`src/design/emgc_pkg.sv`:
```
// ----------------------------------------------------------------------------
// EMG classifier package
// Widths, register map, request and event codes, and the shared types of the
// window mean-absolute-value centroid classifier.
// ----------------------------------------------------------------------------
package emgc_pkg;

  localparam int SAMPLE_BITS = 12;
  localparam int COUNT_BITS  = 10;
  localparam int SUM_BITS    = SAMPLE_BITS + COUNT_BITS;
  localparam int CNT1_W      = COUNT_BITS + 1;

  localparam int FIELD_W  = 12;
  localparam int WLEN_W   = 10;
  localparam int LOCK_W   = 16;
  localparam int MEAN_W   = (SAMPLE_BITS > FIELD_W) ? SAMPLE_BITS : FIELD_W;
  localparam int WCMP_W   = (CNT1_W > WLEN_W) ? CNT1_W : WLEN_W;
  localparam int DIV_STEP_W = $clog2(SAMPLE_BITS);

  localparam logic [CNT1_W-1:0] COUNT_MAX = CNT1_W'((1 << COUNT_BITS) - 1);

  // Configuration port
  localparam int PADDR_W = 5;
  localparam int PDATA_W = 32;
  localparam int REG_IDX_W = 3;

  localparam logic [REG_IDX_W-1:0] REG_WINDOW_LENGTH   = 3'd0;
  localparam logic [REG_IDX_W-1:0] REG_REJECT_DISTANCE = 3'd1;
  localparam logic [REG_IDX_W-1:0] REG_LOCKOUT_MS      = 3'd2;
  localparam logic [REG_IDX_W-1:0] REG_CENTROID_A      = 3'd3;
  localparam logic [REG_IDX_W-1:0] REG_CENTROID_B      = 3'd4;
  localparam logic [REG_IDX_W-1:0] REG_CENTROID_C      = 3'd5;

  localparam logic [WLEN_W-1:0]  RST_WINDOW_LENGTH   = 10'd330;
  localparam logic [FIELD_W-1:0] RST_REJECT_DISTANCE = 12'd150;
  localparam logic [LOCK_W-1:0]  RST_LOCKOUT_MS      = 16'd500;
  localparam logic [FIELD_W-1:0] RST_CENTROID_A      = 12'd509;
  localparam logic [FIELD_W-1:0] RST_CENTROID_B      = 12'd680;
  localparam logic [FIELD_W-1:0] RST_CENTROID_C      = 12'd924;

  // Request codes
  localparam logic [1:0] REQ_SAMPLE = 2'd0;
  localparam logic [1:0] REQ_PRESS  = 2'd1;
  localparam logic [1:0] REQ_TICK   = 2'd2;

  // Class indexes
  localparam logic [1:0] CLASS_A = 2'd0;
  localparam logic [1:0] CLASS_B = 2'd1;
  localparam logic [1:0] CLASS_C = 2'd2;

  typedef enum logic [1:0] {
    EV_START      = 2'd0,
    EV_CLASSIFIED = 2'd1,
    EV_REJECT     = 2'd2
  } event_t;

  typedef struct packed {
    logic [WLEN_W-1:0]  window_length;
    logic [FIELD_W-1:0] reject_distance;
    logic [LOCK_W-1:0]  lockout_ms;
    logic [FIELD_W-1:0] centroid_a;
    logic [FIELD_W-1:0] centroid_b;
    logic [FIELD_W-1:0] centroid_c;
  } cfg_t;

  typedef struct packed {
    event_t             event_kind;
    logic [1:0]         gesture_class;
    logic [FIELD_W-1:0] mean_level;
    logic [FIELD_W-1:0] class_distance;
  } result_t;

endpackage

```
`src/design/emgc_regs.sv`:
```
// ----------------------------------------------------------------------------
// EMG classifier configuration registers
// APB-style register file holding window length, reject limit, lockout time
// and the three class centroids.
// ----------------------------------------------------------------------------
module emgc_regs (
  input  logic                          clk,
  input  logic                          rst,
  input  logic                          psel,
  input  logic                          penable,
  input  logic                          pwrite,
  input  logic [emgc_pkg::PADDR_W-1:0]  paddr,
  input  logic [emgc_pkg::PDATA_W-1:0]  pwdata,
  output logic [emgc_pkg::PDATA_W-1:0]  prdata,
  output logic                          pready,
  output emgc_pkg::cfg_t                cfg
);

  logic [emgc_pkg::REG_IDX_W-1:0] reg_idx;
  logic                           wr_en;

  assign pready  = 1'b1;
  assign reg_idx = paddr[emgc_pkg::PADDR_W-1:2];
  assign wr_en   = psel && penable && pwrite && pready;

  always_ff @(posedge clk) begin
    if (rst) begin
      cfg.window_length   <= emgc_pkg::RST_WINDOW_LENGTH;
      cfg.reject_distance <= emgc_pkg::RST_REJECT_DISTANCE;
      cfg.lockout_ms      <= emgc_pkg::RST_LOCKOUT_MS;
      cfg.centroid_a      <= emgc_pkg::RST_CENTROID_A;
      cfg.centroid_b      <= emgc_pkg::RST_CENTROID_B;
      cfg.centroid_c      <= emgc_pkg::RST_CENTROID_C;
    end else if (wr_en) begin
      unique case (reg_idx)
        emgc_pkg::REG_WINDOW_LENGTH:
          cfg.window_length <= pwdata[emgc_pkg::WLEN_W-1:0];
        emgc_pkg::REG_REJECT_DISTANCE:
          cfg.reject_distance <= pwdata[emgc_pkg::FIELD_W-1:0];
        emgc_pkg::REG_LOCKOUT_MS:
          cfg.lockout_ms <= pwdata[emgc_pkg::LOCK_W-1:0];
        emgc_pkg::REG_CENTROID_A:
          cfg.centroid_a <= pwdata[emgc_pkg::FIELD_W-1:0];
        emgc_pkg::REG_CENTROID_B:
          cfg.centroid_b <= pwdata[emgc_pkg::FIELD_W-1:0];
        emgc_pkg::REG_CENTROID_C:
          cfg.centroid_c <= pwdata[emgc_pkg::FIELD_W-1:0];
        default: ;
      endcase
    end
  end

  always_comb begin
    unique case (reg_idx)
      emgc_pkg::REG_WINDOW_LENGTH:   prdata = emgc_pkg::PDATA_W'(cfg.window_length);
      emgc_pkg::REG_REJECT_DISTANCE: prdata = emgc_pkg::PDATA_W'(cfg.reject_distance);
      emgc_pkg::REG_LOCKOUT_MS:      prdata = emgc_pkg::PDATA_W'(cfg.lockout_ms);
      emgc_pkg::REG_CENTROID_A:      prdata = emgc_pkg::PDATA_W'(cfg.centroid_a);
      emgc_pkg::REG_CENTROID_B:      prdata = emgc_pkg::PDATA_W'(cfg.centroid_b);
      emgc_pkg::REG_CENTROID_C:      prdata = emgc_pkg::PDATA_W'(cfg.centroid_c);
      default:                       prdata = '0;
    endcase
  end

endmodule

```
`src/design/emgc_div.sv`:
```
// ----------------------------------------------------------------------------
// EMG classifier window divider
// Restoring divider, one quotient bit per cycle, producing the floor mean of
// a capture window from its sum and sample count.
// ----------------------------------------------------------------------------
module emgc_div (
  input  logic                              clk,
  input  logic                              rst,
  input  logic                              start,
  input  logic [emgc_pkg::SUM_BITS-1:0]     dividend,
  input  logic [emgc_pkg::COUNT_BITS-1:0]   divisor,
  output logic                              done,
  output logic [emgc_pkg::SAMPLE_BITS-1:0]  quotient
);

  logic                                busy;
  logic [emgc_pkg::DIV_STEP_W-1:0]     step;
  logic [emgc_pkg::COUNT_BITS-1:0]     rem;
  logic [emgc_pkg::COUNT_BITS-1:0]     div_r;
  logic [emgc_pkg::COUNT_BITS:0]       trial;
  logic [emgc_pkg::COUNT_BITS+1:0]     diff;
  logic                                borrow;
  logic [emgc_pkg::COUNT_BITS-1:0]     rem_next;

  // The mean never exceeds the largest sample, so the upper part of the sum
  // is already below the divisor and only SAMPLE_BITS quotient bits remain.
  always_comb begin
    trial    = {rem, quotient[emgc_pkg::SAMPLE_BITS-1]};
    diff     = {1'b0, trial} - {2'b00, div_r};
    borrow   = diff[emgc_pkg::COUNT_BITS+1];
    rem_next = borrow ? trial[emgc_pkg::COUNT_BITS-1:0]
                      : diff[emgc_pkg::COUNT_BITS-1:0];
  end

  always_ff @(posedge clk) begin
    if (rst) begin
      busy <= 1'b0;
      done <= 1'b0;
      step <= '0;
    end else begin
      done <= 1'b0;
      if (start) begin
        busy     <= 1'b1;
        step     <= emgc_pkg::DIV_STEP_W'(emgc_pkg::SAMPLE_BITS - 1);
        rem      <= dividend[emgc_pkg::SUM_BITS-1:emgc_pkg::SAMPLE_BITS];
        quotient <= dividend[emgc_pkg::SAMPLE_BITS-1:0];
        div_r    <= divisor;
      end else if (busy) begin
        rem      <= rem_next;
        quotient <= {quotient[emgc_pkg::SAMPLE_BITS-2:0], ~borrow};
        step     <= step - 1'b1;
        if (step == '0) begin
          busy <= 1'b0;
          done <= 1'b1;
        end
      end
    end
  end

endmodule

```
`src/design/emgc_match.sv`:
```
// ----------------------------------------------------------------------------
// EMG classifier centroid matcher
// Walks the three centroids with one absolute-difference unit, keeps the
// nearest one (lower index on ties) and checks it against the reject limit.
// ----------------------------------------------------------------------------
module emgc_match (
  input  logic                              clk,
  input  logic                              rst,
  input  logic                              start,
  input  logic [emgc_pkg::SAMPLE_BITS-1:0]  mean,
  input  emgc_pkg::cfg_t                    cfg,
  output logic                              done,
  output emgc_pkg::result_t                 res
);

  logic                            busy;
  logic [1:0]                      step;
  logic [emgc_pkg::MEAN_W-1:0]     mean_r;
  logic [emgc_pkg::MEAN_W-1:0]     near_gap;
  logic [1:0]                      best_idx;
  logic [emgc_pkg::FIELD_W-1:0]    centroid;
  logic [emgc_pkg::MEAN_W-1:0]     cent_ext;
  logic [emgc_pkg::MEAN_W-1:0]     step_gap;

  always_comb begin
    unique case (step)
      emgc_pkg::CLASS_A: centroid = cfg.centroid_a;
      emgc_pkg::CLASS_B: centroid = cfg.centroid_b;
      emgc_pkg::CLASS_C: centroid = cfg.centroid_c;
      default:           centroid = cfg.centroid_a;
    endcase
    cent_ext = emgc_pkg::MEAN_W'(centroid);
    step_gap = (mean_r > cent_ext) ? (mean_r - cent_ext) : (cent_ext - mean_r);
  end

  always_ff @(posedge clk) begin
    if (rst) begin
      busy <= 1'b0;
      done <= 1'b0;
      step <= emgc_pkg::CLASS_A;
    end else begin
      done <= 1'b0;
      if (start) begin
        busy   <= 1'b1;
        step   <= emgc_pkg::CLASS_A;
        mean_r <= emgc_pkg::MEAN_W'(mean);
      end else if (busy) begin
        // A strictly smaller distance is needed to move off a lower index.
        if (step == emgc_pkg::CLASS_A || step_gap < near_gap) begin
          near_gap <= step_gap;
          best_idx <= step;
        end
        step <= step + 1'b1;
        if (step == emgc_pkg::CLASS_C) begin
          busy <= 1'b0;
          done <= 1'b1;
        end
      end
    end
  end

  always_comb begin
    res.event_kind     = (near_gap > emgc_pkg::MEAN_W'(cfg.reject_distance))
                         ? emgc_pkg::EV_REJECT : emgc_pkg::EV_CLASSIFIED;
    res.gesture_class  = best_idx;
    res.mean_level     = emgc_pkg::FIELD_W'(mean_r);
    res.class_distance = emgc_pkg::FIELD_W'(near_gap);
  end

endmodule

```
`src/design/emg_window_mav_centroid_classifier.sv`:
```
// ----------------------------------------------------------------------------
// EMG window mean-absolute-value centroid classifier
// Button-triggered capture of a sample window, floor mean, and nearest of
// three centroids with a reject limit.
// ----------------------------------------------------------------------------
// Usage: the input channel (in_valid, in_stall, req_type, sample_value) takes
// one transaction per sample, button press or millisecond tick. The output
// channel (out_valid, out_stall and the four result fields) carries a start
// event for each accepted press that opens a capture, and one classified or
// rejected event when a window fills. Configuration is to be written through
// the APB port only while the block is idle; the block itself does not
// enforce this.
// Ticks, ignored items and window samples other than the last keep the block
// idle, so such items can follow back to back. A press that starts a capture
// puts its event into the pending register, from which S_EMIT moves it into
// the output register once that is free. The last sample of a window runs the
// serial divider (one quotient bit per cycle), then the centroid matcher, then
// S_EMIT for its result. in_stall is high from acceptance until S_EMIT ends.
// When the receiver holds out_stall, the result waits in the output register
// and the block keeps taking items until it has a new result to hand over.
// Reset clears out_valid, the capture state and the lockout timer, and loads
// the register reset values.
// ----------------------------------------------------------------------------
module emg_window_mav_centroid_classifier (
  input  logic                              clk,
  input  logic                              rst,
  input  logic                              in_valid,
  output logic                              in_stall,
  input  logic [1:0]                        req_type,
  input  logic [emgc_pkg::SAMPLE_BITS-1:0]  sample_value,
  output logic                              out_valid,
  input  logic                              out_stall,
  output logic [1:0]                        event_kind,
  output logic [1:0]                        gesture_class,
  output logic [emgc_pkg::FIELD_W-1:0]      mean_level,
  output logic [emgc_pkg::FIELD_W-1:0]      class_distance,
  input  logic                              psel,
  input  logic                              penable,
  input  logic                              pwrite,
  input  logic [emgc_pkg::PADDR_W-1:0]      paddr,
  input  logic [emgc_pkg::PDATA_W-1:0]      pwdata,
  output logic [emgc_pkg::PDATA_W-1:0]      prdata,
  output logic                              pready
);

  typedef enum logic [1:0] {
    S_IDLE,
    S_DIV,
    S_MATCH,
    S_EMIT
  } state_t;

  state_t                             state;
  emgc_pkg::cfg_t                     cfg;
  emgc_pkg::result_t                  pend;
  emgc_pkg::result_t                  out_res;
  emgc_pkg::result_t                  match_res;

  logic [emgc_pkg::SUM_BITS-1:0]      window_sum;
  logic [emgc_pkg::COUNT_BITS-1:0]    window_count;
  logic                               capture_active;
  logic [emgc_pkg::LOCK_W-1:0]        press_elapsed;

  logic                               div_start;
  logic                               div_done;
  logic [emgc_pkg::SAMPLE_BITS-1:0]   div_quotient;
  logic                               match_start;
  logic                               match_done;

  logic                               accept;
  logic                               lock_done;
  logic [emgc_pkg::SUM_BITS-1:0]      sum_next;
  logic [emgc_pkg::CNT1_W-1:0]        cnt_next;
  logic                               win_end;

  emgc_regs u_regs (
    .clk     (clk),
    .rst     (rst),
    .psel    (psel),
    .penable (penable),
    .pwrite  (pwrite),
    .paddr   (paddr),
    .pwdata  (pwdata),
    .prdata  (prdata),
    .pready  (pready),
    .cfg     (cfg)
  );

  emgc_div u_div (
    .clk      (clk),
    .rst      (rst),
    .start    (div_start),
    .dividend (window_sum),
    .divisor  (window_count),
    .done     (div_done),
    .quotient (div_quotient)
  );

  emgc_match u_match (
    .clk   (clk),
    .rst   (rst),
    .start (match_start),
    .mean  (div_quotient),
    .cfg   (cfg),
    .done  (match_done),
    .res   (match_res)
  );

  assign in_stall       = (state != S_IDLE);
  assign event_kind     = out_res.event_kind;
  assign gesture_class  = out_res.gesture_class;
  assign mean_level     = out_res.mean_level;
  assign class_distance = out_res.class_distance;

  always_comb begin
    accept    = in_valid && !in_stall;
    lock_done = (press_elapsed >= cfg.lockout_ms);
    sum_next  = window_sum + emgc_pkg::SUM_BITS'(sample_value);
    cnt_next  = {1'b0, window_count} + 1'b1;
    // The window also closes when the count reaches the largest value its register holds.
    win_end   = (emgc_pkg::WCMP_W'(cnt_next) >= emgc_pkg::WCMP_W'(cfg.window_length))
                || (cnt_next >= emgc_pkg::COUNT_MAX);
  end

  always_ff @(posedge clk) begin
    if (rst) begin
      state          <= S_IDLE;
      out_valid      <= 1'b0;
      window_sum     <= '0;
      window_count   <= '0;
      capture_active <= 1'b0;
      press_elapsed  <= '0;
      div_start      <= 1'b0;
      match_start    <= 1'b0;
    end else begin
      div_start   <= 1'b0;
      match_start <= 1'b0;
      // In S_EMIT the output register is loaded below instead.
      if (out_valid && !out_stall && state != S_EMIT) begin
        out_valid <= 1'b0;
      end
      unique case (state)
        S_IDLE: begin
          if (accept) begin
            unique case (req_type)
              emgc_pkg::REQ_TICK: begin
                if (!lock_done) begin
                  press_elapsed <= press_elapsed + 1'b1;
                end
              end
              emgc_pkg::REQ_PRESS: begin
                if (lock_done) begin
                  press_elapsed <= '0;
                  if (!capture_active) begin
                    window_sum          <= '0;
                    window_count        <= '0;
                    capture_active      <= 1'b1;
                    pend.event_kind     <= emgc_pkg::EV_START;
                    pend.gesture_class  <= emgc_pkg::CLASS_A;
                    pend.mean_level     <= '0;
                    pend.class_distance <= '0;
                    state               <= S_EMIT;
                  end
                end
              end
              emgc_pkg::REQ_SAMPLE: begin
                if (capture_active) begin
                  window_sum   <= sum_next;
                  window_count <= cnt_next[emgc_pkg::COUNT_BITS-1:0];
                  if (win_end) begin
                    capture_active <= 1'b0;
                    div_start      <= 1'b1;
                    state          <= S_DIV;
                  end
                end
              end
              default: ;
            endcase
          end
        end
        S_DIV: begin
          if (div_done) begin
            match_start <= 1'b1;
            state       <= S_MATCH;
          end
        end
        S_MATCH: begin
          if (match_done) begin
            pend  <= match_res;
            state <= S_EMIT;
          end
        end
        S_EMIT: begin
          if (!out_valid || !out_stall) begin
            out_res   <= pend;
            out_valid <= 1'b1;
            state     <= S_IDLE;
          end
        end
        default: state <= S_IDLE;
      endcase
    end
  end

endmodule

```
`config.mk`:
```
export PLATFORM = sky130hd
export DESIGN_NAME = emg_window_mav_centroid_classifier
export DESIGN_NICKNAME = d
export VERILOG_FILES = /design/src/design/emgc_pkg.sv /design/src/design/emgc_regs.sv /design/src/design/emgc_div.sv /design/src/design/emgc_match.sv /design/src/design/emg_window_mav_centroid_classifier.sv
export SDC_FILE = /design/constraint.sdc
export NUM_CORES = 1
export LEC_CHECK = 0
export ABC_CLOCK_PERIOD_IN_PS = 7450
export BUFFER_PORTS_ARGS = -buffer_cell sky130_fd_sc_hd__buf_2
export CAP_MARGIN = 20
export CORE_AREA = 4 4 201 164
export CTS_CLUSTER_SIZE = 10
export DETAILED_ROUTE_END_ITERATION = 16
export DIE_AREA = 0 0 205 168
export SYNTH_ARGS = -nofsm -noshare
export SYNTH_HDL_FRONTEND = slang
export SYNTH_SLANG_ARGS = --single-unit
```
`constraint.sdc`:
```
create_clock -name clk -period 7.45 [get_ports clk]
set_input_delay 1.49 -clock clk [delete_from_list [all_inputs] [get_ports clk]]
set_output_delay 1.49 -clock clk [all_outputs]
set_load 0.01 [all_outputs]
```
==> results of run 1 <==
==> registers in the layout, indices dropped and copies added, names as in the netlist, 4 cells and up <==
signal and cells:
u_div.quotient 12, u_regs.cfg 74, u_div.div_r 10, u_match.near_gap 12
u_div.rem 10, u_match.mean_r 12, mean_level 12, window_sum 22
window_count 10, pend 28, class_distance 12, u_div.step 4
press_elapsed 16
==> Yosys cell counts, types with 8 or more instances <==
library cell and count:
xor2_1 13, and2_1 12, xnor2_1 29, buf_2 8, inv_1 116, nor2b_1 16, a22oi_1 14, nor3_1 24
or4_1 12, a21oi_1 139, dfxtp_1 138, o21ai_0 51, nand4_1 17, and3_1 22, buf_4 19, clkbuf_1 52
nand3_1 47, edfxtp_1 114, o21a_1 15, ha_1 105, o211ai_1 22, a31oi_1 11, mux2_2 14, or3_1 16
a21o_1 16, o2111ai_1 8, nand2_1 171, nor2_1 110, a211oi_1 13, mux2i_1 51, nand2b_1 13, o31ai_1 14
==> worst paths after layout <==
check | cells past startpoint | from | to | slack, ns
min reg2reg | 0 | pend[17] | mean_level[5] | 0.42
max reg2reg | 18 | u_match.step[0] | u_match.near_gap[8] | 0.80
max | 18 | u_match.step[0] | u_match.near_gap[8] | 0.80
min | 0 | pend[17] | mean_level[5] | 0.42
==> power groups by stage <==
stage	combinational (mW)	sequential [mW]	clock (mW)
final	0.264	1.48	1.36
after global routing	0.297	1.48	1.45
after CTS	0.265	1.48	1.38
after detailed placement	0.264	1.51	0
after global placement	0.260	1.51	0
after floorplan	0.178	1.51	0
==> critical path, cell delays in order, from the launching register on <==
cell and delay (ns):
dfxtp_1 0.40, inv_1 0.08, ha_1 0.87, nor2_1 0.12, a21oi_1 0.52, ha_1 0.44
nand2_1 0.19, a211oi_1 0.39, o21ai_2 0.17, a21oi_2 0.44, mux2i_1 0.34, mux2i_1 0.11
a311o_1 0.38, ha_1 0.30, and3_1 0.17, o2111ai_1 0.07, a21oi_1 0.06, a2111oi_0 0.56
o311a_1 0.65
==> cells by family (layout without fill, tap and decap cells) <==
kind of cell	after synthesis	count (layout)	synth area share [%]
adder cells (fa/ha/maj)	109	109	9.73
AO/OA/AOI/OAI	367	367	17.0
multiplexers	68	68	5.08
other	2	17	0.0524
buffers and inverters	205	268	5.99
AND/OR/NAND/NOR	489	489	16.5
flip-flops	252	252	43.2
XOR/XNOR	42	42	2.57
==> metal layers <==
metal,vias up,track usage [%],share of wire (%)
li1,5589,-,-
met1,5308,30.8,48
met2,313,32.8,44
met3,52,3.37,5.8
met4,0,4.60,2.1
met5,-,0,0
==> stage by stage <==
step | hold slack (ns) | setup slack [ns]
after floorplan | 0.400 | 2.23
after global placement | 0.402 | 0.986
after detailed placement | 0.405 | 0.812
after CTS | 0.414 | 0.803
after global routing | 0.429 | 0.384
final | 0.417 | 0.796
==> area by class of cell <==
class / count / area share, %
Multi-Input combinational cell: 1092 / 46.2
Sequential cell: 252 / 38.8
Clock buffer: 52 / 5.55
Tap cell: 420 / 3.30
Timing Repair Buffer: 97 / 3.26
Inverter: 118 / 2.78
Clock inverter: 1 / 0.102
==> flow_summary.json, run 1 <==
{
  "status": "complete, no violations",
  "synth_top_cell_area_share_pct": 23.9,
  "hold_buffers": 0,
  "h-tree-depth": 1,
  "sw_frac_of_total_pct": 24.4,
  "die_y_um": 168,
  "syn_to_final_growth_pct": 11.3,
  "cts-root-buf": "clkbuf_16",
  "dpl.hpwl_um": 26500,
  "fin_setup_tns_ns": 0,
  "syn_area_um2": 14300,
  "placedCellCount": 1977,
  "hp-class": "reg -> reg",
  "synthArstFlopShare_pct": 0,
  "power_density_nw_per_um2": 194,
  "slew_headroom_pct": 29.1,
  "crit_arrival_ns": 6.86,
  "stdcell_area_um2": 15900,
  "period_minus_slack_ns": 6.65,
  "cts_num_sinks": 252,
  "start_util_pct": 46.2,
  "fillers": 2868,
  "synthCells": 1534,
  "grt_overflow": 0,
  "hold_viol": 0,
  "dpl_cell_area_um2": 15000,
  "p_switching_uw": 757,
  "grt_max_degree": 44,
  "grt_pass1_vias": 10600,
  "seq_area_um2": 6190,
  "cts_setup_buffers": 0,
  "synth_edf_count": 114,
  "synth_top_area_cell": "edfxtp_1",
  "drive_gt1_share_pct": 11.3,
  "synth_flop_cell": "dfxtp_1",
  "finalSetupViolCount": 0,
  "internal_power_mw": 2.34,
  "yosys_warnings": 0,
  "final_cell_mix": "nand2_1, a21oi_1, dfxtp_1",
  "fp.dieW_um": 205,
  "detail-route-antenna-nets": 0,
  "diodes": 0,
  "post_cts_resized": 0,
  "grt_pass1_wl_um": 58500,
  "synth_area_leaders": "edfxtp_1, dfxtp_1, ha_1",
  "crit_path_start_kind": "flop",
  "rsz0062_at_grt": "false",
  "combPwrFrac_pct": 8.5,
  "drt_first_pass_iters": 5,
  "multi_input_area_um2": 7370,
  "power_mw": 3.10,
  "final_common_cell": "nand2_1",
  "clockBufferDepth": 3,
  "wl_per_cell_um": 18.1,
  "vias_per_cell": 5.54,
  "numPortBuffers": 85,
  "dr_total_vias": 11300,
  "rows": 58,
  "instances_no_fill": 2032,
  "yosysUniqueCellTypes": 87,
  "clkTransAtPathRegs_ns": 0.06,
  "routed_wl_um": 36700,
  "leakage_nw": 6.18,
  "required_ns": 7.65,
  "place_congestion": 0.900,
  "clockPowerShare_pct": 43.8,
  "ys_seq_area_share_pct": 43.2,
  "path_class": "reg -> reg",
  "worstSetupEndpointType": "flop",
  "drtIter0Drc": 825,
  "grtUsageTotal_pct": 21.0,
  "dieArea_um2": 34400,
  "finalClockSkew_ns": 0.0265,
  "cts_tree": "built",
  "core_um2": 31000,
  "finalCritPeriodShare_pct": 89.3,
  "timing.fmax_mhz": 150,
  "antenna_found_initial": 0,
  "num-nets-final": 1758,
  "ys_ff_latch": 252,
  "crit_fanout": 25,
  "drcViolationCount": 0,
  "final_util_pct": 51.5,
  "cts_made_buffers": 30,
  "drv_slew": 0,
  "syn_area_per_cell_um2": 9.34,
  "seq_power_share_pct": 47.7,
  "vdd_drop_max_mv": 0.149,
  "io_pins": 121,
  "cap_violations": 0,
  "worst_slew_pin_slew_ns": 1.06,
  "clk_latency_ns": 0.57
}
No activity file was read; power rests on OpenSTA's default activity.
==> inputs of run 2 (changes only) <==
--- a/config.mk
+++ b/config.mk
@@ -12,6 +12,7 @@
 export CTS_CLUSTER_SIZE = 10
 export DETAILED_ROUTE_END_ITERATION = 16
 export DIE_AREA = 0 0 205 168
+export PLACE_DENSITY = 0.66
 export SYNTH_ARGS = -nofsm -noshare
 export SYNTH_HDL_FRONTEND = slang
 export SYNTH_SLANG_ARGS = --single-unit
==> constraint.sdc (replaced) <==
create_clock -name clk -period 7.45 [get_ports clk]
set_input_delay 1.49 -clock clk [delete_from_list [all_inputs] [get_ports clk]]
set_output_delay 1.49 -clock clk [all_outputs]
set_load 0.05 [all_outputs]
==> flow_summary.json, run 2 (synthesis results as in run 1) <==
{
  "slowest_delay_ns": 0.84,
  "finalCritPeriodShare_pct": 86.4,
  "num-nets-final": 1757,
  "grt_max_degree": 51,
  "cap_violations": 0,
  "core_um2": 31000,
  "io_pins": 121,
  "hold_buffers": 0,
  "clockBufferDepth": 3,
  "cts_made_buffers": 30,
  "grt_pass1_wl_um": 58100,
  "fin_setup_tns_ns": 0,
  "detail-route-antenna-nets": 0,
  "final_common_cell": "nand2_1",
  "hold_viol": 0,
  "fillers": 2878,
  "grtUsageTotal_pct": 20.7,
  "rows": 58,
  "drcViolationCount": 0,
  "leakage_nw": 6.17,
  "rsz0062_at_grt": "false",
  "dieArea_um2": 34400,
  "drt_first_pass_iters": 7,
  "largest_reg_flops": 74,
  "top_regs": "u_regs.cfg: 74 flops, pend: 28 flops, window_sum: 22 flops",
  "internal_power_mw": 2.32,
  "vdd_drop_max_mv": 0.154,
  "crit_path_start_kind": "flop",
  "power_density_nw_per_um2": 196,
  "fp.dieW_um": 205,
  "syn_to_final_growth_pct": 11.1,
  "sw_frac_of_total_pct": 25.5,
  "crit_arrival_ns": 6.61,
  "cts_tree": "built",
  "grt_overflow": 0,
  "cpMostUsedCell": "ha_1",
  "combPwrFrac_pct": 10.2,
  "regMostFlops": "u_regs.cfg",
  "worst_slew_pin_slew_ns": 1.06,
  "vias_per_cell": 5.62,
  "drive_gt1_share_pct": 11.2,
  "p_switching_uw": 794,
  "hp-class": "reg -> reg",
  "worstSetupEndpointType": "flop",
  "required_ns": 7.62,
  "finalClockSkew_ns": 0.0157,
  "cts_setup_buffers": 0,
  "cts-root-buf": "clkbuf_16",
  "grt_pass1_vias": 10700,
  "wl_per_cell_um": 18.0,
  "period_minus_slack_ns": 6.44,
  "start_util_pct": 46.2,
  "antenna_found_initial": 0,
  "clockPowerShare_pct": 42.3,
  "path_class": "reg -> reg",
  "slowest_stage": "ha_1",
  "place_congestion": 0.870,
  "path_buf_inv": 1,
  "slew_headroom_pct": 29.1,
  "clkTransAtPathRegs_ns": 0.06,
  "numPortBuffers": 85,
  "multi_input_area_um2": 7370,
  "dpl_cell_area_um2": 15000,
  "seq_power_share_pct": 47.4,
  "timing.fmax_mhz": 155,
  "clk_latency_ns": 0.55,
  "critPathTopFamily": "compound AO/OA/AOI/OAI gates",
  "crit_fanout": 25,
  "dr_total_vias": 11400,
  "die_y_um": 168,
  "stdcell_area_um2": 15900,
  "path_cells": "inv_1 -> ha_1 -> a21oi_1 -> ha_1 -> fa_1 -> nand2b_1 -> a211oi_2 -> o21ai_2 -> a21oi_2 -> mux2i_1 -> mux2i_1 -> a311o_1 -> ha_1 -> and3_1 -> o2111ai_1 -> a21oi_1 -> a2111oi_0 -> o311a_1",
  "final_cell_mix": "nand2_1, a21oi_1, dfxtp_1",
  "drtIter0Drc": 900,
  "routed_wl_um": 36600,
  "finalSetupViolCount": 0,
  "cts_num_sinks": 252,
  "drv_slew": 0,
  "diodes": 0,
  "h-tree-depth": 1,
  "seq_area_um2": 6190,
  "status": "complete, no violations",
  "post_cts_resized": 0,
  "dpl.hpwl_um": 26400
}
-- run 2: changes by cell type in the layout (fill, tap and decap cells not counted), sizes merged --
cell,previous run,this run
clkbuf,52,51
buf,97,96
clkinv,3,5
-- run 2: routing by layer --
metal  share of wire [%]  up-vias  global-route usage, %
met5                   0        -                      0
met4                 2.0        0                   4.72
met3                 6.3       50                   3.33
met2                  44      337                   32.0
met1                  48     5430                   30.5
li1                    -     5602                      -
-- run 2: path summary, 6_finish.rpt --
check	end	start	slack, ns	cells past startpoint
worst max-delay path	u_match.near_gap[9]	u_match.step[0]	1.01	18
worst max register to register	u_match.near_gap[9]	u_match.step[0]	1.01	18
worst min-delay path	class_distance[10]	pend[10]	0.42	0
worst min register to register	class_distance[10]	pend[10]	0.42	0
-- run 2: worst reg2reg max path: cells and delay by family (launching register included) --
| family | cells | cell delay [ns] |
|---|---|---|
| mux | 2 | 0.52 |
| simple gates | 2 | 0.35 |
| compound gates | 9 | 2.94 |
| fa+ha+maj | 4 | 1.81 |
| buf+inv | 1 | 0.08 |
| flops | 1 | 0.39 |
-- run 2: metrics by stage --
step / hold WS, ns / worst slack, ns / power [mW] / instances / util (%)
2_1_floorplan: 0.400 / 2.23 / 1.74 / 1549 / -
3_3_place_gp: 0.401 / 1.19 / 1.82 / 1977 / 48.5
3_5_place_dp: 0.405 / 1.07 / 1.82 / 1977 / 48.5
4_1_cts: 0.419 / 1.03 / 3.15 / 2031 / 51.3
5_1_grt: 0.423 / 0.586 / 3.24 / 2032 / 51.4
6_report: 0.417 / 1.01 / 3.12 / 2032 / 51.4
-- run 2: power by group through the flow --
| stage | registers, mW | clock network [mW] | logic, mW |
|---|---|---|---|
| final | 1.48 | 1.32 | 0.319 |
| after CTS | 1.48 | 1.35 | 0.318 |
| after global routing | 1.48 | 1.41 | 0.350 |
| after detailed placement | 1.51 | 0 | 0.317 |
| after global placement | 1.51 | 0 | 0.312 |
| after floorplan | 1.52 | 0 | 0.222 |
-- run 2: cell type report --
class | count | area share, %
inverters | 118 | 2.78
multi-input cells | 1092 | 46.3
well taps | 420 | 3.30
repair buffers | 96 | 3.22
flip-flops and latches | 252 | 38.9
clock inverters | 3 | 0.0943
clock buffers | 51 | 5.41
